<file path="config.mk">
export PLATFORM = sky130hd
export DESIGN_NAME = msc_front
export DESIGN_NICKNAME = d
export VERILOG_FILES = /design/src/hw/rtl/msc_pkg.sv /design/src/hw/rtl/msc_front.sv
export SDC_FILE = /design/constraint.sdc
export NUM_CORES = 1
export LEC_CHECK = 0
export ABC_AREA = 1
export BUFFER_PORTS_ARGS = -buffer_cell sky130_fd_sc_hd__buf_4
export CAP_MARGIN = 15
export CORE_ASPECT_RATIO = 0.9
export CORE_UTILIZATION = 27
export CTS_BUF_LIST = sky130_fd_sc_hd__clkbuf_16
export DETAILED_ROUTE_END_ITERATION = 10
export PLACE_DENSITY = 0.88
export SYNTH_ARGS = -nofsm -noshare
export SYNTH_HDL_FRONTEND = slang
export SYNTH_SLANG_ARGS = --single-unit
</file>
<file path="constraint.sdc">
create_clock -name clk -period 0.9 [get_ports clk]
set_clock_uncertainty 0.1 [all_clocks]
set_input_delay 0.09 -clock clk [delete_from_list [all_inputs] [get_ports clk]]
set_output_delay 0.09 -clock clk [all_outputs]
set_load 0.05 [all_outputs]
</file>
<file path="src/hw/rtl/msc_pkg.sv">
// Shared types and constants for the MIPS subset core.
// No dependencies; imported by msc_front, msc_queue, msc_back and the top level.
package msc_pkg;

    localparam logic [5:0]  OP_RTYPE  = 6'b000000;
    localparam logic [5:0]  OP_LW     = 6'b100011;
    localparam logic [5:0]  OP_SW     = 6'b101011;
    localparam logic [31:0] HALT_WORD = 32'hFFFF_FFFF;

    localparam logic [2:0] FN_ADDU = 3'd1;
    localparam logic [2:0] FN_SUBU = 3'd3;
    localparam logic [2:0] FN_AND  = 3'd4;
    localparam logic [2:0] FN_OR   = 3'd5;
    localparam logic [2:0] FN_NOR  = 3'd7;

    localparam logic REQ_PRELOAD = 1'b1;

    typedef enum logic [2:0] {
        KIND_RTYPE   = 3'd0,
        KIND_LOAD    = 3'd1,
        KIND_STORE   = 3'd2,
        KIND_IGNORED = 3'd3,
        KIND_HALT    = 3'd4,
        KIND_PRELOAD = 3'd5
    } kind_t;

    // One classified request as it travels from front to back.
    typedef struct packed {
        kind_t       kind;
        logic [4:0]  rs;
        logic [4:0]  rt;
        logic [4:0]  rd;
        logic [2:0]  funct;
        logic [15:0] imm;
        logic [15:0] pre_addr;
        logic [7:0]  pre_byte;
        logic        halted;
    } entry_t;

endpackage

</file>
<file path="src/hw/rtl/msc_front.sv">
// Front end: accepts requests, classifies them and tracks the halt state.
// Depends on msc_pkg; feeds msc_queue.
module msc_front import msc_pkg::*; (
    input  logic        clk,
    input  logic        rst_n,
    input  logic        in_valid,
    output logic        in_stall,
    input  logic        req_type,
    input  logic [31:0] instruction,
    input  logic [15:0] preload_address,
    input  logic [7:0]  preload_byte,
    input  logic        q_full,
    output logic        push,
    output entry_t      push_entry
);

    logic halt_seen_reg;
    logic halt_seen_next;

    assign in_stall = q_full;
    assign push     = in_valid && !q_full;

    always_comb
    begin
        push_entry.kind     = KIND_IGNORED;
        push_entry.rs       = instruction[25:21];
        push_entry.rt       = instruction[20:16];
        push_entry.rd       = instruction[15:11];
        push_entry.funct    = instruction[2:0];
        push_entry.imm      = instruction[15:0];
        push_entry.pre_addr = preload_address;
        push_entry.pre_byte = preload_byte;
        push_entry.halted   = halt_seen_reg;
        if (req_type == REQ_PRELOAD)
        begin
            push_entry.kind = KIND_PRELOAD;
        end
        else if (halt_seen_reg)
        begin
            push_entry.kind = KIND_IGNORED;
        end
        else if (instruction == HALT_WORD)
        begin
            push_entry.kind   = KIND_HALT;
            push_entry.halted = 1'b1;
        end
        else
        begin
            case (instruction[31:26])
                OP_RTYPE: push_entry.kind = KIND_RTYPE;
                OP_LW:    push_entry.kind = KIND_LOAD;
                OP_SW:    push_entry.kind = KIND_STORE;
                default:  push_entry.kind = KIND_IGNORED;
            endcase
        end
    end

    assign halt_seen_next = halt_seen_reg || (push && push_entry.kind == KIND_HALT);

    always_ff @(posedge clk or negedge rst_n)
    begin
        if (!rst_n)
        begin
            halt_seen_reg <= 1'b0;
        end
        else
        begin
            halt_seen_reg <= halt_seen_next;
        end
    end

endmodule

</file>
==> flow_summary_export.csv <==
group,metric,value,unit
run_status,status,"finished, violations left",
run_status,failed_checks,"negative setup slack",
setup_path,critPathRequiredTime,710,ps
global_routing,grt-ovfl-total,0,
worst_hold_path,hold_class,"primary input to output pin",
setup_path,r2r_start,"halt_seen_reg",
place,pre_cts_ws,-321,ps
power,p_leak,0.643,nW
floorplan,core,2470,um2
synth,yosysTopAreaCellShare,0.622,
global_routing,antenna_found_initial,0,
drt,ant_nets,0,
power,power_density,671,nW/um2
sta,final-max-slew-violation-count,0,
floorplan,io_pins,125,
job,cap_violations,0,
floorplan,initial_core_util,0.289,
place,io_buffer_count,76,
power,vdd_ir_drop_max,0.000425,V
final_layout,nFillCells,246,
final_layout,postLayoutCellArea,1240,um2
global_routing,met2_usage,0.181,
global_routing,grtUsageMet3,0.0258,
global_routing,grt_pass1_vias,586,
final_layout,stdcell_count,177,
synth,synth_seq_cells,1,
final_layout,multiInputGateArea,343,um2
power,p_total,0.834,mW
sta,hold_viol,0,
sta,rsz0062_at_grt,"true",
synth,syn-num-nets,176,
final_layout,antennaDiodeCount,0,
setup_path,crit_end,"push_entry[60]",
global_routing,grt_pass1_wl,2430,um
synth,ys_top_cells_by_area,"buf_4 62%, nand2_1 13%, nor2_1 6.3%",
synth,synth.avg_cell_area,6.19,um2
final_layout,areaGrowthSynthToFinish,74.5,%
setup_path,path_class,"primary input to output pin",
setup_path,rrSetupSlack,110,ps
drt,firstDrtPassIters,2,
global_routing,grtUsageTotal,0.0999,
place,placed_cells_incl_taps,173,
place,dpl_cell_area,1010,um2
final_layout,layout_common_cells,"64 x buf_4, 25 x buf_6, 13 x nand2_2",
global_routing,grt_max_degree,4,
synth,synth_cells,115,
drt,wire_per_inst,9.53,um
synth,yosysWarnings,0,
sta,maxSlewHeadroom,0.891,
synth,syn_area,712,um2
setup_path,cp_data_arrival_time,940,ps
synth,ys_seq_area_frac,0.0351,
sta,setup_viol,5,
final_layout,layout-drive-gt1-share,0.832,
final_layout,final_common_cell,"buf_4",
sta,finalCriticalPeriod,1130,ps
drt,route.detailed.drc,0,
setup_path,path_max_fanout,3,
cts,insertion_delay,0,ps
setup_path,startpoint_type,"primary input",
floorplan,die_h,50.7,um
drt,vias,710,
sta,finalCritPeriodShare,1.26,
sta,worstMarginPinSlew,163,ps
final_layout,fin_nets,212,
final_layout,largest_reg_flops,1,
setup_path,reg2reg_depth,1,
drt,wirelength,1690,um
sta,fin_ws,-232,ps
place,routabilityCongestion,0.631,
global_routing,use_met1,0.122,
drt,first_iter_violations,13,
final_layout,seqCellArea,25.0,um2
final_layout,final_util,0.504,
drt,via_per_inst,4.01,
floorplan,die_w,56.1,um
setup_path,rr_endpoint,"halt_seen_reg",
floorplan,dieArea,2850,um2
sta,max_freq,0.883,GHz
global_routing,busiest_layer,"met2",
setup_path,endpoint_kind,"output pin",
setup_path,crit_start,"instruction[26]",
synth,synth_area_leader_cell,"buf_4",
synth,synth_cell_types,14,
floorplan,rows,17,
worst max-delay path, stage by stage:
cell and delay [ps]:
buf_4 100, nand2_4 40, nor2_1 90, nand2_1 100
nor2_4 140, nand3_2 100, nand2_4 90, nor2_4 40
buf_8 140
area by class of cell:
| class | count | area share |
|---|---|---|
| Tap cell | 28 | 0.0282 |
| Multi-Input combinational cell | 49 | 0.276 |
| Timing Repair Buffer | 93 | 0.658 |
| Sequential cell | 1 | 0.0201 |
| Inverter | 6 | 0.0181 |
cells in the mapped netlist, drive strengths merged:
master / n
buf: 59
o21bai: 1
nand2: 26
nor2: 15
dfrtp: 1
nand4: 1
nand3: 5
inv: 6
a21oi: 1
logic make-up after synthesis:
group	count (synthesis)	synth area share
AOI/OAI and AO/OA	2	0.0228
buffers and inverters	65	0.654
and+or+nand+nor	47	0.288
DFF	1	0.0351
metal layers:
metal / routed length [um] / vias up
met5: 0 / -
met4: 6 / 0
met3: 179 / 2
met2: 928 / 38
met1: 572 / 308
li1: - / 362
through the flow:
step / TNS, ps / hold slack [ps]
2_1_floorplan: -460 / -306
3_3_place_gp: -1230 / -234
3_5_place_dp: -1370 / -234
4_1_cts: -1120 / 80.3
5_1_grt: -1260 / 80.1
6_report: -1010 / 80.0
how the worst min path moves through the flow:
stage                                  start        endpoint  slack, ps  cells after the start
after floorplan                        rst_n   halt_seen_reg       -310                      0
after global placement                 rst_n   halt_seen_reg       -230                      1
after detailed placement               rst_n   halt_seen_reg       -230                      1
after CTS                 preload_address[1]  push_entry[10]         80                      0
after global routing      preload_address[9]  push_entry[18]         80                      0
final                        preload_byte[6]   push_entry[7]         80                      0
power by group:
group           switching, mW  leakage, nW  total (mW)  internal [mW]
Combinational           0.466        0.629       0.788          0.322
Clock                       0            0           0              0
Sequential     0.000000000248       0.0140      0.0458         0.0458
Total                   0.466        0.643       0.834          0.368
timing repair:
item | in CTS | in global routing
buffers inserted | 1 | 2
gates resized for setup | 14 | 42
hold buffers | 1 | 0
endpoints found under the hold margin | 1 | 0
endpoints found under the setup margin | 5 | 5
pin swaps | 11 | 21
(Power assumes the default switching activity.)
