File: src/hw/rtl/msc_pkg.sv
// Shared types and constants for the MIPS subset core.
// No dependencies; imported by msc_front, msc_queue, msc_back and the top level.
package msc_pkg;

    localparam logic [5:0]  OP_RTYPE  = 6'b000000;
    localparam logic [5:0]  OP_LW     = 6'b100011;
    localparam logic [5:0]  OP_SW     = 6'b101011;
    localparam logic [31:0] HALT_WORD = 32'hFFFF_FFFF;

    localparam logic [2:0] FN_ADDU = 3'd1;
    localparam logic [2:0] FN_SUBU = 3'd3;
    localparam logic [2:0] FN_AND  = 3'd4;
    localparam logic [2:0] FN_OR   = 3'd5;
    localparam logic [2:0] FN_NOR  = 3'd7;

    localparam logic REQ_PRELOAD = 1'b1;

    typedef enum logic [2:0] {
        KIND_RTYPE   = 3'd0,
        KIND_LOAD    = 3'd1,
        KIND_STORE   = 3'd2,
        KIND_IGNORED = 3'd3,
        KIND_HALT    = 3'd4,
        KIND_PRELOAD = 3'd5
    } kind_t;

    // One classified request as it travels from front to back.
    typedef struct packed {
        kind_t       kind;
        logic [4:0]  rs;
        logic [4:0]  rt;
        logic [4:0]  rd;
        logic [2:0]  funct;
        logic [15:0] imm;
        logic [15:0] pre_addr;
        logic [7:0]  pre_byte;
        logic        halted;
    } entry_t;

endpackage

File: src/hw/rtl/msc_queue.sv
// Two-entry request queue between front and back end.
// Depends on msc_pkg for the entry type.
module msc_queue import msc_pkg::*; (
    input  logic   clk,
    input  logic   rst_n,
    input  logic   push,
    input  entry_t push_entry,
    output logic   full,
    input  logic   pop,
    output entry_t head,
    output logic   empty
);

    entry_t     slot_reg [2];
    logic       wr_ptr_reg;
    logic       rd_ptr_reg;
    logic [1:0] count_reg;
    logic [1:0] count_next;

    assign full       = count_reg == 2'd2;
    assign empty      = count_reg == 2'd0;
    assign head       = slot_reg[rd_ptr_reg];
    assign count_next = count_reg + 2'(push) - 2'(pop);

    always_ff @(posedge clk)
    begin
        if (push)
        begin
            slot_reg[wr_ptr_reg] <= push_entry;
        end
    end

    always_ff @(posedge clk or negedge rst_n)
    begin
        if (!rst_n)
        begin
            wr_ptr_reg <= 1'b0;
            rd_ptr_reg <= 1'b0;
            count_reg  <= 2'd0;
        end
        else
        begin
            if (push)
            begin
                wr_ptr_reg <= !wr_ptr_reg;
            end
            if (pop)
            begin
                rd_ptr_reg <= !rd_ptr_reg;
            end
            count_reg <= count_next;
        end
    end

endmodule

File: config.mk
export PLATFORM = sky130hd
export DESIGN_NAME = msc_queue
export DESIGN_NICKNAME = d
export VERILOG_FILES = /design/src/hw/rtl/msc_pkg.sv /design/src/hw/rtl/msc_queue.sv
export SDC_FILE = /design/constraint.sdc
export NUM_CORES = 1
export LEC_CHECK = 0
export ABC_AREA = 0
export ABC_CLOCK_PERIOD_IN_PS = 4100
export BUFFER_PORTS_ARGS = -buffer_cell sky130_fd_sc_hd__buf_2
export CAP_MARGIN = 20
export CORE_MARGIN = 4
export CORE_UTILIZATION = 35
export DETAILED_ROUTE_END_ITERATION = 7
export PLACE_DENSITY_LB_ADDON = 0.1
export RECOVER_POWER = 50
export SETUP_SLACK_MARGIN = 0.1
export SLEW_MARGIN = 20
export SYNTH_ARGS = -nofsm -noshare
export SYNTH_HDL_FRONTEND = slang
export SYNTH_SLANG_ARGS = --single-unit
File: constraint.sdc
create_clock -name clk -period 4.1 [get_ports clk]
set_input_delay 0.41 -clock clk [delete_from_list [all_inputs] [get_ports clk]]
set_output_delay 0.41 -clock clk [all_outputs]
set_load 0.05 [all_outputs]
==> reports/metrics.csv <==
stage,metric,value,unit
finish,antennaDiodeCount,0,
power_and_ir_drop,p_sw,2040,uW
sta,final-hold-violation-count,0,
power_and_ir_drop,power_frac_seq,35.9,%
power_and_ir_drop,power_leakage,0.00245,uW
sta,maxSlewHeadroom,8.56,%
floorplanning,die_area,0.0162,mm^2
power_and_ir_drop,power-per-cell-area,846,mW/mm^2
setup_path,crit_path_start,rd_ptr_reg$_DFFE_PN0P_,
synthesis,synth_top_area_share,74.9,%
route,avgViaCountPerCell,4.34,
outcome,outcome,"finished, final reports clean",
synthesis,yosysSeqAreaShare,76.9,%
synthesis,ys_seq_elements,128,
setup_path,required,3.69,ns
synthesis,syn_avg_cell_area,23.9,um^2
clock_network,numCtsBuffers,17,
sta,min_period_over_period,65.2,%
synthesis,async_flop_share,3.13,%
setup_path,crit_path_max_fanout,33,
global_route,grt_pass1_wl,13800,um
floorplanning,ioPinCount,130,
synthesis,syn_inst,208,
synthesis,syn-cell-area,0.00497,mm^2
sta,post-route-min-period,2.67,ns
setup_path,crit_arrival,2.26,ns
clock_network,cts.path.max_buffers,2,
sta,fmax,374,MHz
finish,final_cells,547,
synthesis,synth-edff-count,124,
power_and_ir_drop,ir_drop,420,uV
setup_path,reg2reg_from,wr_ptr_reg$_DFFE_PN0P_,
floorplanning,initial_utilization,35.8,%
setup_path,crit_path_end_kind,output pin,
route,wl_per_cell,16.6,um
route,dr_total_vias,2376,
setup_path,crit_type,reg2out,
run,cap_violations,0,
setup_path,start_kind,register,
synthesis,synth-main-ff-cell,edfxtp_1,
global_route,antenna_found_initial,0,
finish,multi_input_area,0.00102,mm^2
placed_design,pre_cts_ws,1.80,ns
synthesis,synth_fp_nets,276,
floorplanning,die_w,127,um
finish,nFillCells,1273,
setup_path,r2r-end,slot_reg[1][5]$_DFFE_PP_,
placed_design,place_congestion,0.679,
clock_network,post-cts-setup-buffers,0,
clock_network,cts_resized,0,
placed_design,port_buffers,129,
power_and_ir_drop,power_frac_clock,24.7,%
synthesis,ys_types,13,
sta,finalWorstSetupSlack,1.43,ns
floorplanning,core,0.0139,mm^2
clock_network,cts_htree_levels,4,
clock_network,clk_latency,0.42,ns
global_route,grt_max_degree,34,
power_and_ir_drop,p_int,3250,uW
sta,rsz0062_at_grt,no,
sta,finalClockSkew,0.0107,ns
sta,worst_slew_pin_slew,1.37,ns
synthesis,synth_area_leaders,"edfxtp_1 75%, mux2_4 18%, buf_12 2.4%",
finish,largest_register_ff_count,124,
floorplanning,rows,43,
synthesis,synth_top_area_cell,edfxtp_1,
clock_network,cts_num_sinks,128,
placed_design,dp_hpwl,6080,um
route,drcViolationCount,0,
setup_path,rrSetupSlack,1.77,ns
power_and_ir_drop,swShare,38.6,%
finish,finalInstanceArea,0.00625,mm^2
finish,drive_above_1_share,49.9,%
placed_design,placed_area,0.00577,mm^2
floorplanning,die_h,127,um
synthesis,yosys_warnings,0,
hold_path,hold_path_class,in2reg,
route,drt_pre_antenna_iters,4,
clock_network,path_clk_slew,0.05,ns
power_and_ir_drop,total_power,5290,uW
setup_path,crit_end,head[54],
global_route,grt_pass1_vias,2562,
finish,layout.nets,423,
sta,maxSlewViolCount,0,
finish,syn2layout_area_growth,25.7,%
synthesis,yosys-top-cells-count,"124 x edfxtp_1, 59 x mux2_4, 6 x buf_12",
global_route,grt.total_usage,11.8,%
synthesis,synth_most_common_cell,edfxtp_1,
global_route,grt_overflow,0,
route,drtAntennaViolNets,0,
route,drt_iter0_drc,66,
sta,setup_tns,0,ns
clock_network,root_buffer,clkbuf_16,
clock_network,cts_tree,done,
placed_design,place_inst,515,
setup_path,r2r_cells,2,
finish,seqCellArea,0.00383,mm^2
route,drt-total-wl,9100,um
power_and_ir_drop,p_comb_share,39.3,%
sta,finalSetupViolCount,0,
-- routing by layer --
layer / vias up / share of wire (%) / GRT usage (%)
li1: 1114 / - / -
met1: 1169 / 41 / 13.3
met2: 79 / 49 / 18.5
met3: 14 / 8.1 / 5.52
met4: 0 / 2.2 / 6.62
met5: - / 0 / 0
-- final cells by class --
class	instances	area share, %
timing repair buffer	135	10.5
clock inverter	8	1.06
tap	180	3.61
sequential	128	61.3
inverter	2	0.120
multi-input combinational	71	16.3
clock buffer	23	7.17
-- timing repair --
action / 4_1_cts / 5_1_grt
hold buffers: 1 / 0
hold endpoints to repair: 4 / 0
endpoints found under the setup margin: 0 / 0
-- cells in the final DEF (no fill, tap or decap) --
cell type	netlist	routed
dfrtp_4	0	1
mux2_4	59	59
clkbuf_16	0	17
buf_2	0	90
clkinv_2	0	5
buf_12	6	1
edfxtp_1	124	124
and2_0	0	1
dlygate4sd3_1	0	1
nor2_1	1	1
inv_1	2	2
ha_1	2	2
dfrtp_1	4	3
clkinvlp_4	0	1
xor3_1	1	1
xor2_1	2	2
clkinv_1	0	1
clkbuf_1	0	45
mux2_2	3	3
buf_4	0	4
nor2b_4	0	1
nor2b_1	2	1
bufinv_16	0	1
-- power by group through the flow --
stage	logic [uW]	registers, uW	clock network [uW]
floorplan	1900	1830	0
global placement	2130	1920	0
detailed placement	2130	1930	0
CTS	2130	1910	1350
global route	2180	1930	1410
finish	2080	1900	1310
-- metrics by stage --
step	hold slack, ns	util [%]
final	0.181	45.0
after global routing	0.163	45.0
after global placement	0.219	41.6
after CTS	0.161	45.4
after floorplan	0.114	-
after detailed placement	0.223	41.6
-- cell families after synthesis --
family                   share of synthesized area (%)
multiplexers                                      18.5
XOR/XNOR                                         0.831
buffers and inverters                             2.79
adder cells (fa/ha/maj)                          0.503
flip-flops                                        76.9
AND/OR/NAND/NOR                                  0.453
-- how the worst min path moves through the flow --
stage / cells past startpoint / to / startpoint / slack (ns)
after detailed placement: 1 / count_reg[1]$_DFF_PN0_ / rst_n / 0.22
after CTS: 1 / slot_reg[0][13]$_DFFE_PP_ / push_entry[13] / 0.16
final: 1 / slot_reg[0][13]$_DFFE_PP_ / push_entry[13] / 0.18
after global placement: 1 / count_reg[1]$_DFF_PN0_ / rst_n / 0.22
after global routing: 1 / slot_reg[0][34]$_DFFE_PP_ / push_entry[34] / 0.16
after floorplan: 0 / count_reg[0]$_DFF_PN0_ / rst_n / 0.11
-- worst max-delay path, cell delays in order, from the launching register on --
cell     delay (ns)
dfrtp_4        0.84
buf_4          0.44
mux2_4         0.34
buf_2          0.21
(Power assumes the default switching activity.)
